==> config.mk <==
export PLATFORM = sky130hd
export DESIGN_NAME = demand_region_fault_matcher
export DESIGN_NICKNAME = d
export VERILOG_FILES = /design/src/rtl/drfm_pkg.sv /design/src/rtl/demand_region_fault_matcher.sv /design/src/rtl/drfm_store.sv /design/src/rtl/drfm_ctrl.sv
export SDC_FILE = /design/constraint.sdc
export NUM_CORES = 2
export LEC_CHECK = 0
export ABC_AREA = 1
export ABC_CLOCK_PERIOD_IN_PS = 27000
export BUFFER_PORTS_ARGS = -buffer_cell sky130_fd_sc_hd__buf_4
export CELL_PAD_IN_SITES_DETAIL_PLACEMENT = 0
export CELL_PAD_IN_SITES_GLOBAL_PLACEMENT = 1
export CORE_MARGIN = 2
export CORE_UTILIZATION = 40
export CTS_CLUSTER_SIZE = 8
export DETAILED_ROUTE_END_ITERATION = 6
export MAX_ROUTING_LAYER = met4
export PLACE_DENSITY_LB_ADDON = 0.1
export SETUP_SLACK_MARGIN = 0.2
export SYNTH_ARGS = -nofsm -noshare
export SYNTH_HDL_FRONTEND = slang
export SYNTH_HIERARCHICAL = 1
export SYNTH_SLANG_ARGS = --single-unit
==> constraint.sdc <==
create_clock -name clock -period 27 [get_ports clock]
set_clock_uncertainty 0.15 [all_clocks]
set_input_delay 2.7 -clock clock [delete_from_list [all_inputs] [get_ports clock]]
set_output_delay 2.7 -clock clock [all_outputs]
set_load 0.01 [all_outputs]
==> src/rtl/drfm_pkg.sv <==
`default_nettype none

package drfm_pkg;

   localparam int unsigned PAGE_SHIFT = 12;
   localparam logic [31:0] PAGE_LOW_MASK = 32'h0000_0FFF;

   typedef enum logic [1:0] {
      CMD_ADD   = 2'd0,
      CMD_CLEAR = 2'd1,
      CMD_FAULT = 2'd2,
      CMD_NONE  = 2'd3
   } cmd_type;

   typedef enum logic [2:0] {
      STAT_ADDED      = 3'd0,
      STAT_FULL       = 3'd1,
      STAT_CLEARED    = 3'd2,
      STAT_RESOLVED   = 3'd3,
      STAT_PROTECT    = 3'd4,
      STAT_UNPROMISED = 3'd5,
      STAT_NOFRAME    = 3'd6
   } status_type;

   typedef struct packed {
      logic [1:0]  cmd;
      logic [19:0] space_id;
      logic [31:0] range_start;
      logic [31:0] range_end;
      logic [11:0] map_attrs;
      logic [31:0] fault_addr;
      logic        page_present;
      logic        frame_available;
   } req_type;

   typedef struct packed {
      logic [2:0]  status;
      logic        map_valid;
      logic [19:0] map_space;
      logic [19:0] map_page;
      logic [11:0] map_flags;
      logic [31:0] served_count;
   } rsp_type;

   typedef struct packed {
      logic [19:0] space;
      logic [19:0] first_page;
      logic [19:0] limit_page;
      logic [11:0] flags;
   } entry_type;

   typedef struct packed {
      logic rd_en;
      logic wr_en;
      logic clear;
   } store_ctl_type;

endpackage

`default_nettype wire

==> src/rtl/demand_region_fault_matcher.sv <==
// add, clear, protection and unknown commands: result strobe in the cycle after the beat
// fault lookup: reads one region slot per cycle from the table memory, slot 0 first;
//   result strobe after the first matching slot, or after the last slot when none match
// busy is high only during a fault lookup; a new beat may follow any result at once
// synchronous reset empties the table and zeroes the served counter, no clearing pass
// results are never held off by the receiver
`default_nettype none

module demand_region_fault_matcher #(
   parameter int REGION_SLOTS = 16
) (
   input  wire logic              clock,
   input  wire logic              reset,
   input  wire logic              start,
   output      logic              busy,
   input  wire drfm_pkg::req_type req_item,
   output      logic              rsp_strobe,
   output      drfm_pkg::rsp_type rsp_item
);
   import drfm_pkg::*;

   localparam int SLOT_W = (REGION_SLOTS > 1) ? $clog2(REGION_SLOTS) : 1;

   store_ctl_type           ctl;
   logic [SLOT_W-1:0]       rd_addr;
   logic [SLOT_W-1:0]       wr_addr;
   entry_type               wr_data;
   entry_type               rd_data;
   logic [REGION_SLOTS-1:0] valid_vec;

   drfm_ctrl #(
      .REGION_SLOTS(REGION_SLOTS),
      .SLOT_W(SLOT_W)
   ) u_ctrl (
      .clock(clock),
      .reset(reset),
      .start(start),
      .busy(busy),
      .req_item(req_item),
      .rsp_strobe(rsp_strobe),
      .rsp_item(rsp_item),
      .ctl(ctl),
      .rd_addr(rd_addr),
      .wr_addr(wr_addr),
      .wr_data(wr_data),
      .rd_data(rd_data),
      .valid_vec(valid_vec)
   );

   drfm_store #(
      .REGION_SLOTS(REGION_SLOTS),
      .SLOT_W(SLOT_W)
   ) u_store (
      .clock(clock),
      .reset(reset),
      .ctl(ctl),
      .rd_addr(rd_addr),
      .wr_addr(wr_addr),
      .wr_data(wr_data),
      .rd_data(rd_data),
      .valid_vec(valid_vec)
   );

endmodule

`default_nettype wire

==> src/rtl/drfm_store.sv <==
`default_nettype none

module drfm_store #(
   parameter int REGION_SLOTS = 16,
   parameter int SLOT_W = 4
) (
   input  wire logic                       clock,
   input  wire logic                       reset,
   input  wire drfm_pkg::store_ctl_type    ctl,
   input  wire logic [SLOT_W-1:0]          rd_addr,
   input  wire logic [SLOT_W-1:0]          wr_addr,
   input  wire drfm_pkg::entry_type        wr_data,
   output      drfm_pkg::entry_type        rd_data,
   output      logic [REGION_SLOTS-1:0]    valid_vec
);
   import drfm_pkg::*;

   entry_type               mem [REGION_SLOTS];
   entry_type               rd_data_ff;
   logic [REGION_SLOTS-1:0] valid_ff;

   always_ff @(posedge clock) begin
      if (ctl.wr_en) begin
         mem[wr_addr] <= wr_data;
      end
      if (ctl.rd_en) begin
         rd_data_ff <= mem[rd_addr];
      end
   end

   always_ff @(posedge clock) begin
      if (reset || ctl.clear) begin
         valid_ff <= '0;
      end else if (ctl.wr_en) begin
         valid_ff[wr_addr] <= 1'b1;
      end
   end

   assign rd_data   = rd_data_ff;
   assign valid_vec = valid_ff;

endmodule

`default_nettype wire

==> src/rtl/drfm_ctrl.sv <==
`default_nettype none

module drfm_ctrl #(
   parameter int REGION_SLOTS = 16,
   parameter int SLOT_W = 4
) (
   input  wire logic                       clock,
   input  wire logic                       reset,
   input  wire logic                       start,
   output      logic                       busy,
   input  wire drfm_pkg::req_type          req_item,
   output      logic                       rsp_strobe,
   output      drfm_pkg::rsp_type          rsp_item,
   output      drfm_pkg::store_ctl_type    ctl,
   output      logic [SLOT_W-1:0]          rd_addr,
   output      logic [SLOT_W-1:0]          wr_addr,
   output      drfm_pkg::entry_type        wr_data,
   input  wire drfm_pkg::entry_type        rd_data,
   input  wire logic [REGION_SLOTS-1:0]    valid_vec
);
   import drfm_pkg::*;

   localparam logic [SLOT_W-1:0] LAST_SLOT = SLOT_W'(REGION_SLOTS - 1);

   typedef enum logic {IDLE, SCAN} fsm_type;

   fsm_type           state_ff, state_in;
   logic [SLOT_W-1:0] idx_ff, idx_in;
   logic [19:0]       space_ff, space_in;
   logic [19:0]       page_ff, page_in;
   logic              frame_ff, frame_in;
   logic [31:0]       cnt_ff, cnt_in;
   logic              strobe_ff, strobe_in;
   rsp_type           rsp_ff, rsp_in;

   logic              free_found;
   logic [SLOT_W-1:0] free_idx;
   logic [31:0]       end_sum;
   logic [SLOT_W-1:0] idx_next;
   logic              hit;

   always_comb begin
      free_found = 1'b0;
      free_idx   = '0;
      for (int i = REGION_SLOTS - 1; i >= 0; i--) begin
         if (!valid_vec[i]) begin
            free_found = 1'b1;
            free_idx   = SLOT_W'(i);
         end
      end
   end

   assign end_sum  = req_item.range_end + PAGE_LOW_MASK;
   assign idx_next = idx_ff + 1'b1;
   assign hit      = valid_vec[idx_ff] && (rd_data.space == space_ff)
                     && (page_ff >= rd_data.first_page) && (page_ff < rd_data.limit_page);

   assign wr_addr = free_idx;
   assign wr_data = '{space:      req_item.space_id,
                      first_page: req_item.range_start[31:PAGE_SHIFT],
                      limit_page: end_sum[31:PAGE_SHIFT],
                      flags:      req_item.map_attrs};

   always_comb begin
      state_in  = state_ff;
      idx_in    = idx_ff;
      space_in  = space_ff;
      page_in   = page_ff;
      frame_in  = frame_ff;
      cnt_in    = cnt_ff;
      strobe_in = 1'b0;
      rsp_in    = rsp_ff;
      ctl       = '0;
      rd_addr   = idx_next;
      case (state_ff)
         IDLE: begin
            if (start) begin
               strobe_in = 1'b1;
               rsp_in    = '0;
               case (req_item.cmd)
                  CMD_ADD: begin
                     ctl.wr_en     = free_found;
                     rsp_in.status = free_found ? STAT_ADDED : STAT_FULL;
                  end
                  CMD_CLEAR: begin
                     ctl.clear     = 1'b1;
                     cnt_in        = '0;
                     rsp_in.status = STAT_CLEARED;
                  end
                  CMD_FAULT: begin
                     if (req_item.page_present) begin
                        rsp_in.status = STAT_PROTECT;
                     end else begin
                        strobe_in = 1'b0;
                        rsp_in    = rsp_ff;
                        ctl.rd_en = 1'b1;
                        rd_addr   = '0;
                        idx_in    = '0;
                        space_in  = req_item.space_id;
                        page_in   = req_item.fault_addr[31:PAGE_SHIFT];
                        frame_in  = req_item.frame_available;
                        state_in  = SCAN;
                     end
                  end
                  default: begin
                     rsp_in.status = STAT_UNPROMISED;
                  end
               endcase
               rsp_in.served_count = cnt_in;
            end
         end
         SCAN: begin
            ctl.rd_en = 1'b1;
            if (hit || idx_ff == LAST_SLOT) begin
               strobe_in = 1'b1;
               state_in  = IDLE;
               rsp_in    = '0;
               if (hit && frame_ff) begin
                  cnt_in           = cnt_ff + 32'd1;
                  rsp_in.status    = STAT_RESOLVED;
                  rsp_in.map_valid = 1'b1;
                  rsp_in.map_space = rd_data.space;
                  rsp_in.map_page  = page_ff;
                  rsp_in.map_flags = rd_data.flags;
               end else if (hit) begin
                  rsp_in.status = STAT_NOFRAME;
               end else begin
                  rsp_in.status = STAT_UNPROMISED;
               end
               rsp_in.served_count = cnt_in;
            end else begin
               idx_in = idx_next;
            end
         end
         default: begin
            state_in = IDLE;
         end
      endcase
   end

   always_ff @(posedge clock) begin
      idx_ff   <= idx_in;
      space_ff <= space_in;
      page_ff  <= page_in;
      frame_ff <= frame_in;
      rsp_ff   <= rsp_in;
      if (reset) begin
         state_ff  <= IDLE;
         strobe_ff <= 1'b0;
         cnt_ff    <= '0;
      end else begin
         state_ff  <= state_in;
         strobe_ff <= strobe_in;
         cnt_ff    <= cnt_in;
      end
   end

   assign busy       = (state_ff != IDLE);
   assign rsp_strobe = strobe_ff;
   assign rsp_item   = rsp_ff;

endmodule

`default_nettype wire

==> flow_metrics.env <==
export IMPL_required_ns=27.34
export IMPL_coreArea_sq_um=155000
export IMPL_vias=40600
export IMPL_period_share_pct=25.7
export IMPL_drcViolationCount=0
export IMPL_drv_cap=0
export IMPL_vias_per_cell=4.88
export IMPL_path_class="in2reg"
export IMPL_p_per_area_nw_per_um2=69.9
export IMPL_path_cells="buf_4, inv_1, ha_1, inv_1, nor2_1, inv_1, nor2_4, nor2_4, buf_4, clkinv_16, buf_4, buf_4, nand2_1, nand3_1, nand3_1, nand3_1, nand2_1"
export IMPL_fillers=14500
export IMPL_final_nets=6416
export IMPL_drt_wl_total_mm=173
export IMPL_synth_nets=6288
export IMPL_synth_area_sq_um=62400
export IMPL_worstSkewPairLatency_ns=0.81
export IMPL_r2r_start="u_ctrl/busy"
export IMPL_finalHoldViolCount=0
export IMPL_timing_rr_end="u_store/rd_data[30]"
export IMPL_cts_root_buf="clkbuf_16"
export IMPL_netlist_instances=6108
export IMPL_cts_resized=0
export IMPL_reg2regPathDepth=13
export IMPL_numCtsBuffers=194
export IMPL_period_minus_slack_ns=6.94
export IMPL_min_to="u_store/valid_vec[0]"
export IMPL_yosysSeqAreaShare_pct=66.9
export IMPL_die_height_um=399
export IMPL_first_iter_violations=2858
export IMPL_arrival_ns=7.28
export IMPL_grt_max_degree=339
export IMPL_wl_per_cell_um=20.7
export IMPL_synthToLayoutAreaGrowth_pct=12.6
export IMPL_final_antenna_net_count=0
export IMPL_numPortBuffers=200
export IMPL_ys_ff_latch=1407
export IMPL_end_kind="flop"
export IMPL_crit_fanout=338
export IMPL_grtUsageTotal_pct=22.4
export IMPL_gp_congestion=0.802
export IMPL_max_stage_delay_ns=0.91
export IMPL_outcome="complete, no violations"
export IMPL_multi_input_area_sq_um=14400
export IMPL_fp_row_count=144
export IMPL_tightest_slew_ns=1.28
export IMPL_synthTopCellsByArea="edfxtp_1 (65%), nand2_1 (11%), nand3_1 (7.7%)"
export IMPL_setup_viol=0
export IMPL_start_util_pct=40.4
export IMPL_grt_overflow_total=0
export IMPL_hold_depth=2
export IMPL_drt_first_pass_iters=5
export IMPL_yosysTopAreaCellShare_pct=65.3
export IMPL_die_area_sq_um=159000
export IMPL_regToRegSetupSlack_ns=21.25
export IMPL_crit_path_start_kind="input pin"
export IMPL_drive_gt1_share_pct=8.08
export IMPL_cts_tree="yes"
export IMPL_relSlewSlack_pct=14.2
export IMPL_ios=225
export IMPL_crit_path_frequent_cell="buf_4"
export IMPL_holdBufCountCts=0
export IMPL_regArea_sq_um=41800
export IMPL_cts_path_max_buffers=3
export IMPL_antenna_found_initial=6
export IMPL_grt_pass1_wl_mm=254
export IMPL_slew_viol_final=0
export IMPL_clkTransAtPathRegs_ns=0.05
export IMPL_grt_pass1_vias=38600
export IMPL_fmax_mhz=144
export IMPL_die_width_um=399
export IMPL_ir_drop_uv=65.2
export IMPL_ys_warn_count=6
export IMPL_dp_final_hpwl_mm=85.5
export IMPL_syn_mean_instance_area_sq_um=10.2
export IMPL_synth_area_leader_cell="edfxtp_1"
export IMPL_clock_sinks=1407
export IMPL_synth_distinct_cells=41
export IMPL_htree_levels=4
export IMPL_hp_start="u_store/valid_vec[0]"
export IMPL_worstHoldPathType="reg2reg"
export IMPL_post_cts_buffers=0
export IMPL_tns_ns=0
export IMPL_cpMaxStageDelayCell="buf_4"
export IMPL_crit_buf_inv=8
export IMPL_rsz0062_at_grt="no"
export IMPL_crit_family="buffers and inverters"
export IMPL_final_util_pct=45.4
export IMPL_p_leak_nw=30.1
## worst max path at each step
stage                        from                   to  slack (ns)  cells past startpoint
floorplan           req_item[130]    u_store/mem[3][0]       16.04                      7
global placement    req_item[130]  u_store/rd_data[30]       19.18                     17
detailed placement  req_item[130]  u_store/rd_data[30]       19.17                     17
CTS                 req_item[130]  u_store/rd_data[30]       20.05                     17
global route        req_item[130]  u_store/rd_data[30]       19.68                     17
finish              req_item[130]  u_store/rd_data[30]       20.06                     17
## per-layer routing
layer  vias up  GRT usage (%)  part of all wire [%]
met3       236           3.03                   4.2
li1      19900              -                     -
met5         -              -                     0
met4         0           5.34                   1.9
met1     19600           30.8                    47
met2       869           35.5                    47
## kinds of logic after synthesis
family	after synthesis	share of synthesized area, %
fa+ha+maj	45	0.902
flops	1407	66.9
xor+xnor	32	0.449
buf+inv	1433	10.1
simple gates	3115	21.0
compound gates	76	0.642
## power by group
group | switching [mW] | total [mW] | internal [mW] | leakage, nW
clock | 0.878 | 2.17 | 1.29 | 2.56
sequential | 0.0133 | 2.44 | 2.43 | 12.7
combinational | 0.213 | 0.299 | 0.0866 | 14.8
## per-stage QoR
step                area (sq um)  std cells  worst slack (ns)  hold WS [ns]  total power, mW
floorplan                  62400       6108             16.04         0.306             2.68
global placement           65000       8084             19.18         0.343             2.78
detailed placement         65000       8084             19.17         0.347             2.79
CTS                        70200       8320             20.05         0.355             4.97
global route               70300       8324             19.68         0.378             5.09
finish                     70300       8324             20.06         0.356             4.91
## placed cells by master (no fill, tap or decap), drive strengths merged, types with 38 or more instances in the layout
| cell type | instances |
|---|---|
| nand2 | 1875 |
| nor2 | 209 |
| dfxtp | 50 |
| clkbuf | 222 |
| buf | 254 |
| ha | 45 |
| edfxtp | 1357 |
| inv | 1115 |
| nand3 | 962 |
| a21oi | 51 |
| nand4 | 38 |
## registers in the layout, indices dropped and copies added, names as in the netlist
register,flops
u_ctrl/busy,1
u_ctrl/cnt_ff,32
u_ctrl/frame_ff,1
u_ctrl/idx_ff,4
u_ctrl/page_ff,20
u_ctrl/rsp_item,88
u_ctrl/rsp_strobe,1
u_ctrl/space_ff,20
u_store/mem,1152
u_store/rd_data,72
u_store/valid_vec,16
## cell usage after synthesis
| cell type | count |
|---|---|
| dfxtp_1 | 50 |
| nor3_1 | 18 |
| nor2_1 | 204 |
| a21boi_0 | 1 |
| nand2_1 | 1872 |
| clkbuf_1 | 26 |
| nor2_2 | 3 |
| o21ai_1 | 2 |
| nor4_1 | 8 |
| nand4_1 | 38 |
| clkinv_1 | 1 |
| a21o_1 | 2 |
| inv_4 | 1 |
| buf_4 | 69 |
| nor2_4 | 2 |
| o21bai_1 | 1 |
| nand3_1 | 960 |
| inv_6 | 1 |
| or2_2 | 1 |
| buf_8 | 1 |
| edfxtp_1 | 1357 |
| ha_1 | 45 |
| buf_2 | 130 |
| and3_1 | 1 |
| o21ai_0 | 15 |
| xor2_1 | 25 |
| inv_2 | 3 |
| nor3_2 | 1 |
| buf_6 | 67 |
| nand3_2 | 2 |
| a21oi_1 | 51 |
| buf_1 | 29 |
| nand2_2 | 2 |
| inv_1 | 1105 |
| nand3b_1 | 2 |
| o21a_1 | 1 |
| nand2_4 | 1 |
| o21ai_2 | 1 |
| o31ai_1 | 1 |
| a31oi_1 | 1 |
| xnor2_1 | 7 |
## tightest hold or removal path, stage by stage (launching register included)
cell and delay, ns:
dfxtp_1 0.34, inv_1 0.06, a21oi_1 0.06
## area by class of cell
type | instances | share of cell area, %
Tap cell | 2044 | 3.64
Timing Repair Buffer | 254 | 2.80
Inverter | 1111 | 6.09
Clock buffer | 222 | 7.13
Clock inverter | 14 | 0.335
Sequential cell | 1407 | 59.4
Antenna cell | 4 | 0.0142
Multi-Input combinational cell | 3268 | 20.6
(Power assumes the default switching activity.)
